File: src/rtl/twei_pkg.sv
`default_nettype none
// ----------------------------------------------------------------------------
// twei_pkg: shared types and constants
// Sizes, placement codes and front-to-back request format.
// ----------------------------------------------------------------------------
package twei_pkg;
    localparam int SLOTS = 16;
    localparam int TIERS = 4;
    localparam int ITEMS = 1024;
    localparam int SLOT_W = $clog2(SLOTS);
    localparam int TIER_W = (TIERS > 1) ? $clog2(TIERS) : 1;
    localparam int HANDLE_W = $clog2(ITEMS);
    localparam int CNT_W = 11;
    localparam int TIME_W = 40;
    localparam int WIDE_W = 51;
    localparam logic [WIDE_W-1:0] BIG_CAP = WIDE_W'(1) << 50;
    localparam logic [CNT_W-1:0] CNT_MAX = '1;

    localparam logic [1:0] CFG_START = 2'd0;
    localparam logic [1:0] CFG_TICK = 2'd1;
    localparam logic [1:0] CFG_SLOTS = 2'd2;

    typedef enum logic [1:0] {
        t_PL_CURRENT = 2'd0,
        t_PL_SLOT = 2'd1,
        t_PL_REJECT = 2'd2
    } t_place;

    typedef struct packed {
        t_place place;
        logic [TIER_W-1:0] tier;
        logic [SLOT_W-1:0] slot;
        logic [HANDLE_W-1:0] handle;
    } t_req;

    typedef enum logic [1:0] {
        t_FS_IDLE,
        t_FS_TIER,
        t_FS_DIV,
        t_FS_PUSH
    } t_fstate;

    typedef enum logic [1:0] {
        t_BS_IDLE,
        t_BS_READ,
        t_BS_WRITE,
        t_BS_OUT
    } t_bstate;

    function automatic logic [WIDE_W-1:0] sat_cap(input logic [WIDE_W+5:0] v);
        return (v > 57'(BIG_CAP)) ? BIG_CAP : v[WIDE_W-1:0];
    endfunction

    function automatic logic [CNT_W-1:0] sat_inc(input logic [CNT_W-1:0] c);
        return (c == CNT_MAX) ? c : c + CNT_W'(1);
    endfunction
endpackage
`default_nettype wire

File: src/rtl/twei_if.sv
`default_nettype none
// ----------------------------------------------------------------------------
// twei channel interfaces
// Valid/ready channels for insert requests and results.
// ----------------------------------------------------------------------------
interface twei_in_if;
    logic valid;
    logic ready;
    logic [39:0] event_time;
    logic [9:0] item_handle;
    logic past_to_current;
    modport source(output valid, event_time, item_handle, past_to_current, input ready);
    modport sink(input valid, event_time, item_handle, past_to_current, output ready);
endinterface

interface twei_out_if;
    logic valid;
    logic ready;
    logic [1:0] placement;
    logic [2:0] tier_number;
    logic [3:0] slot_number;
    logic [10:0] list_length;
    modport source(output valid, placement, tier_number, slot_number, list_length,
        input ready);
    modport sink(input valid, placement, tier_number, slot_number, list_length,
        output ready);
endinterface
`default_nettype wire

File: src/rtl/twei_front.sv
`default_nettype none
// ----------------------------------------------------------------------------
// twei_front: classify items
// Walks tiers one per cycle, then finds the slot by restoring division.
// ----------------------------------------------------------------------------
module twei_front (
    input  wire logic i_clk,
    input  wire logic i_rst_n,
    input  wire logic [39:0] i_start_time,
    input  wire logic [23:0] i_tick_length,
    input  wire logic [4:0] i_slots_in_use,
    input  wire logic i_valid,
    output logic o_ready,
    input  wire logic [39:0] i_event_time,
    input  wire logic [9:0] i_item_handle,
    input  wire logic i_past_to_current,
    output logic o_push,
    output twei_pkg::t_req o_req,
    input  wire logic i_full
);
    localparam int W = twei_pkg::WIDE_W;
    twei_pkg::t_fstate r_st, n_st;
    logic [W-1:0] r_t, n_t, r_s, n_s, r_w, n_w;
    logic [4:0] r_n, n_n;
    logic [twei_pkg::TIER_W-1:0] r_k, n_k;
    logic [twei_pkg::SLOT_W:0] r_q, n_q;
    logic [twei_pkg::SLOT_W:0] r_i, n_i;
    logic [twei_pkg::HANDLE_W-1:0] r_h, n_h;
    twei_pkg::t_req r_req, n_req;
    logic [W-1:0] span, diff, shw;
    logic [4:0] ncl;

    always_comb begin
        span = twei_pkg::sat_cap(57'(r_w) * 57'(r_n));
        diff = r_t - r_s;
        shw = r_w << r_i[twei_pkg::SLOT_W-1:0];
        ncl = (i_slots_in_use < 5'd2) ? 5'd2 :
            (i_slots_in_use > 5'(twei_pkg::SLOTS)) ? 5'(twei_pkg::SLOTS) : i_slots_in_use;
    end

    always_ff @(posedge i_clk) begin
        if (!i_rst_n) begin
            r_st <= twei_pkg::t_FS_IDLE;
        end else begin
            r_st <= n_st;
        end
        r_t <= n_t; r_s <= n_s; r_w <= n_w; r_n <= n_n; r_k <= n_k;
        r_q <= n_q; r_i <= n_i; r_h <= n_h; r_req <= n_req;
    end

    always_comb begin
        n_st = r_st; n_t = r_t; n_s = r_s; n_w = r_w; n_n = r_n; n_k = r_k;
        n_q = r_q; n_i = r_i; n_h = r_h; n_req = r_req;
        o_ready = 1'b0;
        o_push = 1'b0;
        unique case (r_st)
            twei_pkg::t_FS_IDLE: begin
                o_ready = 1'b1;
                if (i_valid) begin
                    n_t = W'(i_event_time);
                    n_s = W'(i_start_time);
                    n_w = (i_tick_length == '0) ? W'(1) : W'(i_tick_length);
                    n_n = ncl;
                    n_k = '0;
                    n_h = i_item_handle;
                    if (i_past_to_current && i_event_time < i_start_time) begin
                        n_req = '{twei_pkg::t_PL_CURRENT, '0, '0, i_item_handle};
                        n_st = twei_pkg::t_FS_PUSH;
                    end else begin
                        n_st = twei_pkg::t_FS_TIER;
                    end
                end
            end
            twei_pkg::t_FS_TIER: begin
                if (r_t < r_s) begin
                    n_req = '{twei_pkg::t_PL_SLOT, r_k, '0, r_h};
                    n_st = twei_pkg::t_FS_PUSH;
                end else if (diff < span) begin
                    n_q = '0;
                    n_i = (twei_pkg::SLOT_W+1)'(twei_pkg::SLOT_W - 1);
                    n_t = diff;
                    n_st = twei_pkg::t_FS_DIV;
                end else if (32'(r_k) == twei_pkg::TIERS - 1) begin
                    n_req = '{twei_pkg::t_PL_REJECT, '0, '0, r_h};
                    n_st = twei_pkg::t_FS_PUSH;
                end else begin
                    n_s = twei_pkg::sat_cap(57'(r_s) + 57'(span));
                    n_w = span;
                    n_k = r_k + twei_pkg::TIER_W'(1);
                end
            end
            twei_pkg::t_FS_DIV: begin
                if ((r_w != '0) && (shw >> r_i[twei_pkg::SLOT_W-1:0]) == r_w
                    && r_t >= shw) begin
                    n_t = r_t - shw;
                    n_q = r_q | ((twei_pkg::SLOT_W+1)'(1) << r_i[twei_pkg::SLOT_W-1:0]);
                end
                if (r_i == '0) begin
                    n_req = '{twei_pkg::t_PL_SLOT, r_k, n_q[twei_pkg::SLOT_W-1:0], r_h};
                    n_st = twei_pkg::t_FS_PUSH;
                end else begin
                    n_i = r_i - (twei_pkg::SLOT_W+1)'(1);
                end
            end
            twei_pkg::t_FS_PUSH: begin
                if (!i_full) begin
                    o_push = 1'b1;
                    n_st = twei_pkg::t_FS_IDLE;
                end
            end
            default: n_st = twei_pkg::t_FS_IDLE;
        endcase
    end

    assign o_req = r_req;
endmodule
`default_nettype wire

File: src/rtl/twei_queue.sv
`default_nettype none
// ----------------------------------------------------------------------------
// twei_queue: two-entry request queue
// Decouples the classifier from the list updater.
// ----------------------------------------------------------------------------
module twei_queue (
    input  wire logic i_clk,
    input  wire logic i_rst_n,
    input  wire logic i_push,
    input  wire twei_pkg::t_req i_req,
    output logic o_full,
    input  wire logic i_pop,
    output logic o_empty,
    output twei_pkg::t_req o_req
);
    twei_pkg::t_req r_mem [2];
    logic r_wp, r_rp;
    logic [1:0] r_cnt;

    always_ff @(posedge i_clk) begin
        if (!i_rst_n) begin
            r_wp <= 1'b0; r_rp <= 1'b0; r_cnt <= '0;
        end else begin
            if (i_push) r_wp <= ~r_wp;
            if (i_pop) r_rp <= ~r_rp;
            r_cnt <= r_cnt + 2'(i_push) - 2'(i_pop);
        end
        if (i_push) r_mem[r_wp] <= i_req;
    end

    assign o_full = r_cnt == 2'd2;
    assign o_empty = r_cnt == 2'd0;
    assign o_req = r_mem[r_rp];

    a_no_over: assert property (@(posedge i_clk) disable iff (!i_rst_n)
        o_full |-> !i_push) else $error("queue overflow");
    a_no_under: assert property (@(posedge i_clk) disable iff (!i_rst_n)
        o_empty |-> !i_pop) else $error("queue underflow");
    a_cnt: assert property (@(posedge i_clk) disable iff (!i_rst_n)
        r_cnt != 2'd3) else $error("bad count");
endmodule
`default_nettype wire

File: src/rtl/twei_back.sv
`default_nettype none
// ----------------------------------------------------------------------------
// twei_back: list updater
// Read-modify-write of slot count/head/tail and link memory, then result.
// ----------------------------------------------------------------------------
module twei_back (
    input  wire logic i_clk,
    input  wire logic i_rst_n,
    input  wire logic i_empty,
    input  wire twei_pkg::t_req i_req,
    output logic o_pop,
    output logic o_valid,
    input  wire logic i_ready,
    output logic [1:0] o_placement,
    output logic [2:0] o_tier_number,
    output logic [3:0] o_slot_number,
    output logic [10:0] o_list_length
);
    localparam int AW = twei_pkg::TIER_W + twei_pkg::SLOT_W;
    localparam int NS = twei_pkg::TIERS * twei_pkg::SLOTS;
    localparam int HW = twei_pkg::HANDLE_W;
    localparam int CW = twei_pkg::CNT_W;

    twei_pkg::t_bstate r_st, n_st;
    logic [CW-1:0] r_cnt_mem [NS];
    logic [HW-1:0] r_head_mem [NS];
    logic [HW-1:0] r_tail_mem [NS];
    logic [HW:0] r_link_mem [twei_pkg::ITEMS];
    logic [NS-1:0] r_vld;
    logic [CW-1:0] r_tot [twei_pkg::TIERS];
    logic [CW-1:0] r_ccnt;
    logic [HW-1:0] r_chead, r_ctail;
    twei_pkg::t_req r_req, n_req;
    logic [CW-1:0] r_rcnt, r_len, n_len;
    logic [HW-1:0] r_rhead, r_rtail;
    logic [1:0] r_pl, n_pl;
    logic [2:0] r_tn, n_tn;
    logic [3:0] r_sn, n_sn;
    logic [AW-1:0] addr;
    logic [CW-1:0] cnt_eff, cnt_new;
    logic do_rd, do_wr;
    logic [HW:0] link_val;
    logic link_wr;

    assign addr = {r_req.tier, r_req.slot};
    assign cnt_eff = r_vld[addr] ? r_rcnt : '0;
    assign cnt_new = twei_pkg::sat_inc(r_req.place == twei_pkg::t_PL_CURRENT ? r_ccnt : cnt_eff);
    assign link_wr = do_wr && r_req.place != twei_pkg::t_PL_REJECT;
    assign link_val = (r_req.place == twei_pkg::t_PL_SLOT && cnt_eff != '0
        && r_req.tier != '0) ? {1'b0, r_rhead} : {1'b1, {HW{1'b0}}};

    always_ff @(posedge i_clk) begin
        if (!i_rst_n) begin
            r_st <= twei_pkg::t_BS_IDLE;
            r_vld <= '0;
            r_ccnt <= '0;
            for (int k = 0; k < twei_pkg::TIERS; k++) r_tot[k] <= '0;
        end else begin
            r_st <= n_st;
            if (do_wr) begin
                if (r_req.place == twei_pkg::t_PL_CURRENT) begin
                    r_ccnt <= cnt_new;
                end else if (r_req.place == twei_pkg::t_PL_SLOT) begin
                    r_vld[addr] <= 1'b1;
                    for (int k = 0; k < twei_pkg::TIERS; k++)
                        if (k <= int'(r_req.tier)) r_tot[k] <= twei_pkg::sat_inc(r_tot[k]);
                end
            end
        end
        if (do_rd) begin
            r_rcnt <= r_cnt_mem[addr];
            r_rhead <= r_head_mem[addr];
            r_rtail <= r_tail_mem[addr];
        end
        if (do_wr) begin
            if (r_req.place == twei_pkg::t_PL_CURRENT) begin
                if (r_ccnt == '0) r_chead <= r_req.handle;
                else if (r_ctail != r_req.handle)
                    r_link_mem[r_ctail] <= {1'b0, r_req.handle};
                r_ctail <= r_req.handle;
            end else if (r_req.place == twei_pkg::t_PL_SLOT) begin
                r_cnt_mem[addr] <= cnt_new;
                if (cnt_eff == '0) begin
                    r_head_mem[addr] <= r_req.handle;
                    r_tail_mem[addr] <= r_req.handle;
                end else if (r_req.tier != '0) begin
                    r_head_mem[addr] <= r_req.handle;
                end else begin
                    if (r_rtail != r_req.handle)
                        r_link_mem[r_rtail] <= {1'b0, r_req.handle};
                    r_tail_mem[addr] <= r_req.handle;
                end
            end
        end
        if (link_wr) r_link_mem[r_req.handle] <= link_val;
        r_req <= n_req;
        r_len <= n_len; r_pl <= n_pl; r_tn <= n_tn; r_sn <= n_sn;
    end

    always_comb begin
        n_st = r_st; n_req = r_req; n_len = r_len; n_pl = r_pl; n_tn = r_tn; n_sn = r_sn;
        o_pop = 1'b0; do_rd = 1'b0; do_wr = 1'b0; o_valid = 1'b0;
        unique case (r_st)
            twei_pkg::t_BS_IDLE: begin
                if (!i_empty) begin
                    o_pop = 1'b1;
                    n_req = i_req;
                    n_st = twei_pkg::t_BS_READ;
                end
            end
            twei_pkg::t_BS_READ: begin
                do_rd = 1'b1;
                n_st = twei_pkg::t_BS_WRITE;
            end
            twei_pkg::t_BS_WRITE: begin
                do_wr = 1'b1;
                n_pl = r_req.place;
                n_tn = (r_req.place == twei_pkg::t_PL_SLOT) ? 3'(r_req.tier) : '0;
                n_sn = (r_req.place == twei_pkg::t_PL_SLOT) ? 4'(r_req.slot) : '0;
                n_len = (r_req.place == twei_pkg::t_PL_REJECT) ? '0 : cnt_new;
                n_st = twei_pkg::t_BS_OUT;
            end
            twei_pkg::t_BS_OUT: begin
                o_valid = 1'b1;
                if (i_ready) n_st = twei_pkg::t_BS_IDLE;
            end
            default: n_st = twei_pkg::t_BS_IDLE;
        endcase
    end

    assign o_placement = r_pl;
    assign o_tier_number = r_tn;
    assign o_slot_number = r_sn;
    assign o_list_length = r_len;

    a_pop_idle: assert property (@(posedge i_clk) disable iff (!i_rst_n)
        o_pop |=> r_st == twei_pkg::t_BS_READ) else $error("pop outside idle");
    a_len_nz: assert property (@(posedge i_clk) disable iff (!i_rst_n)
        o_valid && r_pl != 2'(twei_pkg::t_PL_REJECT) |-> r_len != '0)
        else $error("stored list empty");
    a_rej_zero: assert property (@(posedge i_clk) disable iff (!i_rst_n)
        o_valid && r_pl == 2'(twei_pkg::t_PL_REJECT) |-> r_len == '0 && r_tn == '0)
        else $error("reject fields");
endmodule
`default_nettype wire

File: src/rtl/timing_wheel_event_insert.sv
`default_nettype none
// ----------------------------------------------------------------------------
// timing_wheel_event_insert: timing wheel insert block
// Places timed events into a current list or a slot list of a tiered wheel.
// ----------------------------------------------------------------------------
// Input channel (in) takes event_time, item_handle, past_to_current; output
// channel (out) returns placement, tier, slot and new list length; one result
// per item, in order. Configuration must be written through i_cfg_* only
// while idle; the block itself does not enforce this. The front takes an
// item, walks up to TIERS tiers one per cycle, then runs a SLOT_W step
// restoring division for the slot index; it then pushes a request into a
// two-entry queue. The back reads the slot memories, writes them in the next
// cycle and holds the result until taken. The front takes a new item only
// after pushing the request for the last, and the back handles one request
// at a time. At reset the slot valid bits and the current and tier counters
// clear; no clearing pass is needed. A stalled receiver holds the back; the
// queue then fills and the front deasserts ready.
// ----------------------------------------------------------------------------
module timing_wheel_event_insert (
    input  wire logic i_clk,
    input  wire logic i_rst_n,
    input  wire logic i_cfg_we,
    input  wire logic [1:0] i_cfg_index,
    input  wire logic [39:0] i_cfg_data,
    twei_in_if.sink in,
    twei_out_if.source out
);
    logic [39:0] r_start;
    logic [23:0] r_tick;
    logic [4:0] r_slots;
    logic push, pop, full, empty;
    twei_pkg::t_req qin, qout;

    always_ff @(posedge i_clk) begin
        if (!i_rst_n) begin
            r_start <= '0; r_tick <= 24'd256; r_slots <= 5'd16;
        end else if (i_cfg_we) begin
            priority case (i_cfg_index)
                twei_pkg::CFG_START: r_start <= i_cfg_data;
                twei_pkg::CFG_TICK: r_tick <= i_cfg_data[23:0];
                twei_pkg::CFG_SLOTS: r_slots <= i_cfg_data[4:0];
                default: ;
            endcase
        end
    end

    twei_front u_front (
        .i_clk, .i_rst_n,
        .i_start_time(r_start), .i_tick_length(r_tick), .i_slots_in_use(r_slots),
        .i_valid(in.valid), .o_ready(in.ready), .i_event_time(in.event_time),
        .i_item_handle(in.item_handle), .i_past_to_current(in.past_to_current),
        .o_push(push), .o_req(qin), .i_full(full)
    );

    twei_queue u_queue (
        .i_clk, .i_rst_n, .i_push(push), .i_req(qin), .o_full(full),
        .i_pop(pop), .o_empty(empty), .o_req(qout)
    );

    twei_back u_back (
        .i_clk, .i_rst_n, .i_empty(empty), .i_req(qout), .o_pop(pop),
        .o_valid(out.valid), .i_ready(out.ready), .o_placement(out.placement),
        .o_tier_number(out.tier_number), .o_slot_number(out.slot_number),
        .o_list_length(out.list_length)
    );
endmodule
`default_nettype wire
File: src/flat_wrapper.sv
// flat-port wrapper written by rule: the top's interface ports become plain ports
module timing_wheel_event_insert_flat 
  (i_clk, i_rst_n, i_cfg_we, i_cfg_index, i_cfg_data, in_valid, in_event_time, in_item_handle, in_past_to_current, in_ready, out_valid, out_placement, out_tier_number, out_slot_number, out_list_length, out_ready);
  twei_in_if in_i ();
  twei_out_if out_i ();
  input  wire logic i_clk;
  input  wire logic i_rst_n;
  input  wire logic i_cfg_we;
  input  wire logic [1:0] i_cfg_index;
  input  wire logic [39:0] i_cfg_data;
  input wire logic [$bits(in_i.valid)-1:0] in_valid;
  input wire logic [$bits(in_i.event_time)-1:0] in_event_time;
  input wire logic [$bits(in_i.item_handle)-1:0] in_item_handle;
  input wire logic [$bits(in_i.past_to_current)-1:0] in_past_to_current;
  output wire logic [$bits(in_i.ready)-1:0] in_ready;
  output wire logic [$bits(out_i.valid)-1:0] out_valid;
  output wire logic [$bits(out_i.placement)-1:0] out_placement;
  output wire logic [$bits(out_i.tier_number)-1:0] out_tier_number;
  output wire logic [$bits(out_i.slot_number)-1:0] out_slot_number;
  output wire logic [$bits(out_i.list_length)-1:0] out_list_length;
  input wire logic [$bits(out_i.ready)-1:0] out_ready;
  assign in_i.valid = in_valid;
  assign in_i.event_time = in_event_time;
  assign in_i.item_handle = in_item_handle;
  assign in_i.past_to_current = in_past_to_current;
  assign in_ready = in_i.ready;
  assign out_valid = out_i.valid;
  assign out_placement = out_i.placement;
  assign out_tier_number = out_i.tier_number;
  assign out_slot_number = out_i.slot_number;
  assign out_list_length = out_i.list_length;
  assign out_i.ready = out_ready;
  timing_wheel_event_insert u_core (.i_clk(i_clk), .i_rst_n(i_rst_n), .i_cfg_we(i_cfg_we), .i_cfg_index(i_cfg_index), .i_cfg_data(i_cfg_data), .in(in_i), .out(out_i));
endmodule
File: config.mk
export PLATFORM = sky130hd
export DESIGN_NAME = timing_wheel_event_insert_flat
export DESIGN_NICKNAME = d
export VERILOG_FILES = /design/src/rtl/twei_pkg.sv /design/src/rtl/twei_if.sv /design/src/rtl/twei_front.sv /design/src/rtl/twei_queue.sv /design/src/rtl/twei_back.sv /design/src/rtl/timing_wheel_event_insert.sv /design/src/flat_wrapper.sv
export SDC_FILE = /design/constraint.sdc
export NUM_CORES = 2
export LEC_CHECK = 0
export BUFFER_PORTS_ARGS = -buffer_cell sky130_fd_sc_hd__buf_2
export CAP_MARGIN = 20
export CORE_MARGIN = 2
export CORE_UTILIZATION = 50
export CTS_BUF_LIST = sky130_fd_sc_hd__clkbuf_2 sky130_fd_sc_hd__clkbuf_4 sky130_fd_sc_hd__clkbuf_8
export DETAILED_ROUTE_END_ITERATION = 10
export PLACE_DENSITY_LB_ADDON = 0.2
export SETUP_SLACK_MARGIN = 0.05
export SYNTH_ARGS = -nofsm -noshare
export SYNTH_HDL_FRONTEND = slang
export SYNTH_SLANG_ARGS = --single-unit
File: constraint.sdc
create_clock -name i_clk -period 12.1 [get_ports i_clk]
set_clock_uncertainty 0.2 [all_clocks]
set_input_delay 1.815 -clock i_clk [delete_from_list [all_inputs] [get_ports i_clk]]
set_output_delay 1.815 -clock i_clk [all_outputs]
set_load 0.1 [all_outputs]
==> flow_metrics.env <==
export IMPL_relSlewSlack=0.223
export IMPL_rrSetupSlack_ns=0.43
export IMPL_syn_inst=5872
export IMPL_crit_type="register to register"
export IMPL_hold_depth=0
export IMPL_synth_seq_area_share=0.486
export IMPL_crit_required_ns=12.62
export IMPL_start_util=0.503
export IMPL_period_share=0.964
export IMPL_io_pin_count=120
export IMPL_cpPeakStageDelay_ns=0.69
export IMPL_stdcell_count=7910
export IMPL_drt_total_wl_um=206000
export IMPL_max_cap_violations=0
export IMPL_place_ws_ns=0.107
export IMPL_grt_max_degree=90
export IMPL_clock_path_buffers=3
export IMPL_route_detailed_drc=0
export IMPL_ys_flop_type="edfxtp_1"
export IMPL_die_w_um=362
export IMPL_antenna_found_initial=7
export IMPL_coreArea_mm2=0.127
export IMPL_hold_class="register to register"
export IMPL_synth_yosys_warnings=0
export IMPL_worst_path_most_repeated_cell="buf_4"
export IMPL_critPathTopFamily="compound AO/OA/AOI/OAI gates"
export IMPL_die_area_mm2=0.131
export IMPL_critPathSlowestCell="o41a_1"
export IMPL_clk_latency_ns=0.95
export IMPL_cp_max_fo=31
export IMPL_layout_commonest_cell="edfxtp_1"
export IMPL_grt_ovfl_total=0
export IMPL_ys_types=93
export IMPL_drt_iter0_drc=5965
export IMPL_outcome="finished clean"
export IMPL_cts_tree="yes"
export IMPL_crit_path_end_kind="register"
export IMPL_die_h_um=362
export IMPL_holdCritStartpoint="u_core.u_front.o_req[13]"
export IMPL_dr_pass1_iters=7
export IMPL_grt_pass1_vias=47100
export IMPL_rr_worst_depth=38
export IMPL_root_buffer="clkbuf_8"
export IMPL_grt_pass1_wl_um=305000
export IMPL_layout_common_cells="edfxtp_1 (935), nand2_1 (467), nor2_1 (440)"
export IMPL_fp_row_count=131
export IMPL_cts_sinks=1087
export IMPL_drive_gt1_frac=0.138
export IMPL_grt_total_usage=0.310
export IMPL_slew_violations=0
export IMPL_vias=49700
export IMPL_worstHoldEndpoint="u_core.u_queue.r_mem[0][13]"
export IMPL_setup_tns_final_ns=0
export IMPL_synth_seq_cells=1087
export IMPL_path_buf_inv=10
export IMPL_setup_viol=0
export IMPL_fin_crit_ns=11.67
export IMPL_syn_num_nets=6444
export IMPL_async_flop_share=0
export IMPL_cts_hold_buf=0
export IMPL_cts_buffers=180
export IMPL_r2r_end="u_core.u_front.r_s[8]"
export IMPL_dpl_hpwl_um=145000
export IMPL_nNetsFinal=6663
export IMPL_clock_fmax_ghz=0.0857
export IMPL_final_setup_worst_slack_ns=0.430
export IMPL_syn_area_per_cell_um2=10.9
export IMPL_viasPerCell=6.28
export IMPL_arrival_ns=12.19
export IMPL_drtAntennaViolNets=0
export IMPL_rsz0062_at_grt="true"
export IMPL_syn_to_final_growth_pct=11.9
export IMPL_clk_pin_slew_ns=0.06
export IMPL_routedWlPerCell_um=26.0
export IMPL_critPathLaunchType="register"
export IMPL_htreeDepth=4
export IMPL_r2r_start="u_core.u_front.r_w[16]"
export IMPL_worstMarginPinSlew_ns=1.16
export IMPL_dp_cells=7560
export IMPL_hold_viol=0
export IMPL_synth_edf_count=935
export IMPL_place_congestion=0.958
export IMPL_final_util=0.563
export IMPL_numPortBuffers=108
export IMPL_syn_area_mm2=0.0641
[how the worst max path moves through the flow]
stage / start / end / slack (ns) / depth (start not counted)
floorplan: u_core.u_front.r_n[4] / u_core.u_front.r_k[0] / 1.05 / 32
global placement: u_core.u_front.r_n[3] / u_core.u_front.r_s[28] / 0.21 / 40
detailed placement: u_core.u_front.r_n[3] / u_core.u_front.r_s[26] / 0.11 / 40
CTS: u_core.u_front.r_n[4] / u_core.u_front.r_s[26] / 0.07 / 40
global route: u_core.u_front.r_n[4] / u_core.u_front.r_s[25] / 0.03 / 43
finish: u_core.u_front.r_w[16] / u_core.u_front.r_s[8] / 0.43 / 38
[through the flow]
step,hold slack (ns),area (um2)
2_1_floorplan,0.221,64100
3_3_place_gp,0.227,67500
3_5_place_dp,0.229,67500
4_1_cts,0.243,71500
5_1_grt,0.261,71700
6_report,0.243,71700
[layer usage]
metal | global-route usage | wire, um
met1 | 0.464 | 91500
met2 | 0.441 | 86900
met3 | 0.0842 | 22500
met4 | 0.0823 | 4840
met5 | 0 | 14
[registers in the layout (all words and copies together), names as in the netlist, 4 cells and up]
name	flops
u_core.r_start	40
u_core.u_front.r_q	4
u_core.u_front.o_req	8
u_core.r_slots	5
u_core.u_back.r_rcnt	11
u_core.u_back.r_ccnt	11
u_core.u_front.r_t	51
u_core.u_back.o_slot_number	4
u_core.u_front.r_s	51
u_core.u_queue.r_mem	16
u_core.u_back.o_list_length	11
u_core.u_back.r_cnt_mem	704
u_core.u_front.r_n	5
u_core.u_back.r_vld	64
u_core.u_back.addr	6
u_core.r_tick	24
u_core.u_front.r_w	51
u_core.u_front.r_i	5
[cell usage after synthesis (all sizes together) (55+ instances only)]
library cell	n	area, um2
a22o	72	631
clkbuf	270	1020
a31oi	98	613
xnor2	115	1010
a21o	183	1370
o21ai	159	796
nand2	467	1750
dfxtp	152	3040
xor2	71	622
and3	55	344
mux4	78	1760
nand4	101	632
and2	272	1700
a21oi	375	1880
fa	150	3000
nor3	62	310
nor2b	69	432
edfxtp	935	28100
inv	353	1330
a221oi	73	639
a22oi	256	1920
nor2	447	1680
ha	324	4050
nand3	96	480
[cell type report]
| cell class | instances | area [um2] |
|---|---|---|
| tap | 1662 | 2080 |
| antenna | 10 | 25.0 |
| sequential | 1087 | 31100 |
| clock buffer | 255 | 3160 |
| timing repair buffer | 354 | 2560 |
| inverter | 355 | 1340 |
| clock inverter | 74 | 757 |
| multi-input combinational | 4113 | 30600 |
| fill | 10900 | 55700 |
[cells by family after synthesis]
family | after synthesis | synth area share
fa+ha+maj | 474 | 0.110
xor+xnor | 186 | 0.0254
other cells | 1 | 0.0000585
simple gates | 1745 | 0.134
mux | 138 | 0.0372
compound gates | 1569 | 0.168
flops | 1087 | 0.486
buf+inv | 672 | 0.0399
[timing repair]
action / in CTS / in global routing
gates resized for setup: 0 / 5
setup buffers: 2 / 5
endpoints found under the setup margin: 3 / 169
endpoints found under the hold margin: 0 / 0
pin swaps: 0 / 1
gates cloned: 0 / 0
Power is left out: the tool's default activity adds up to more than one toggle a clock period on the data nets, which glitch-free logic cannot reach.
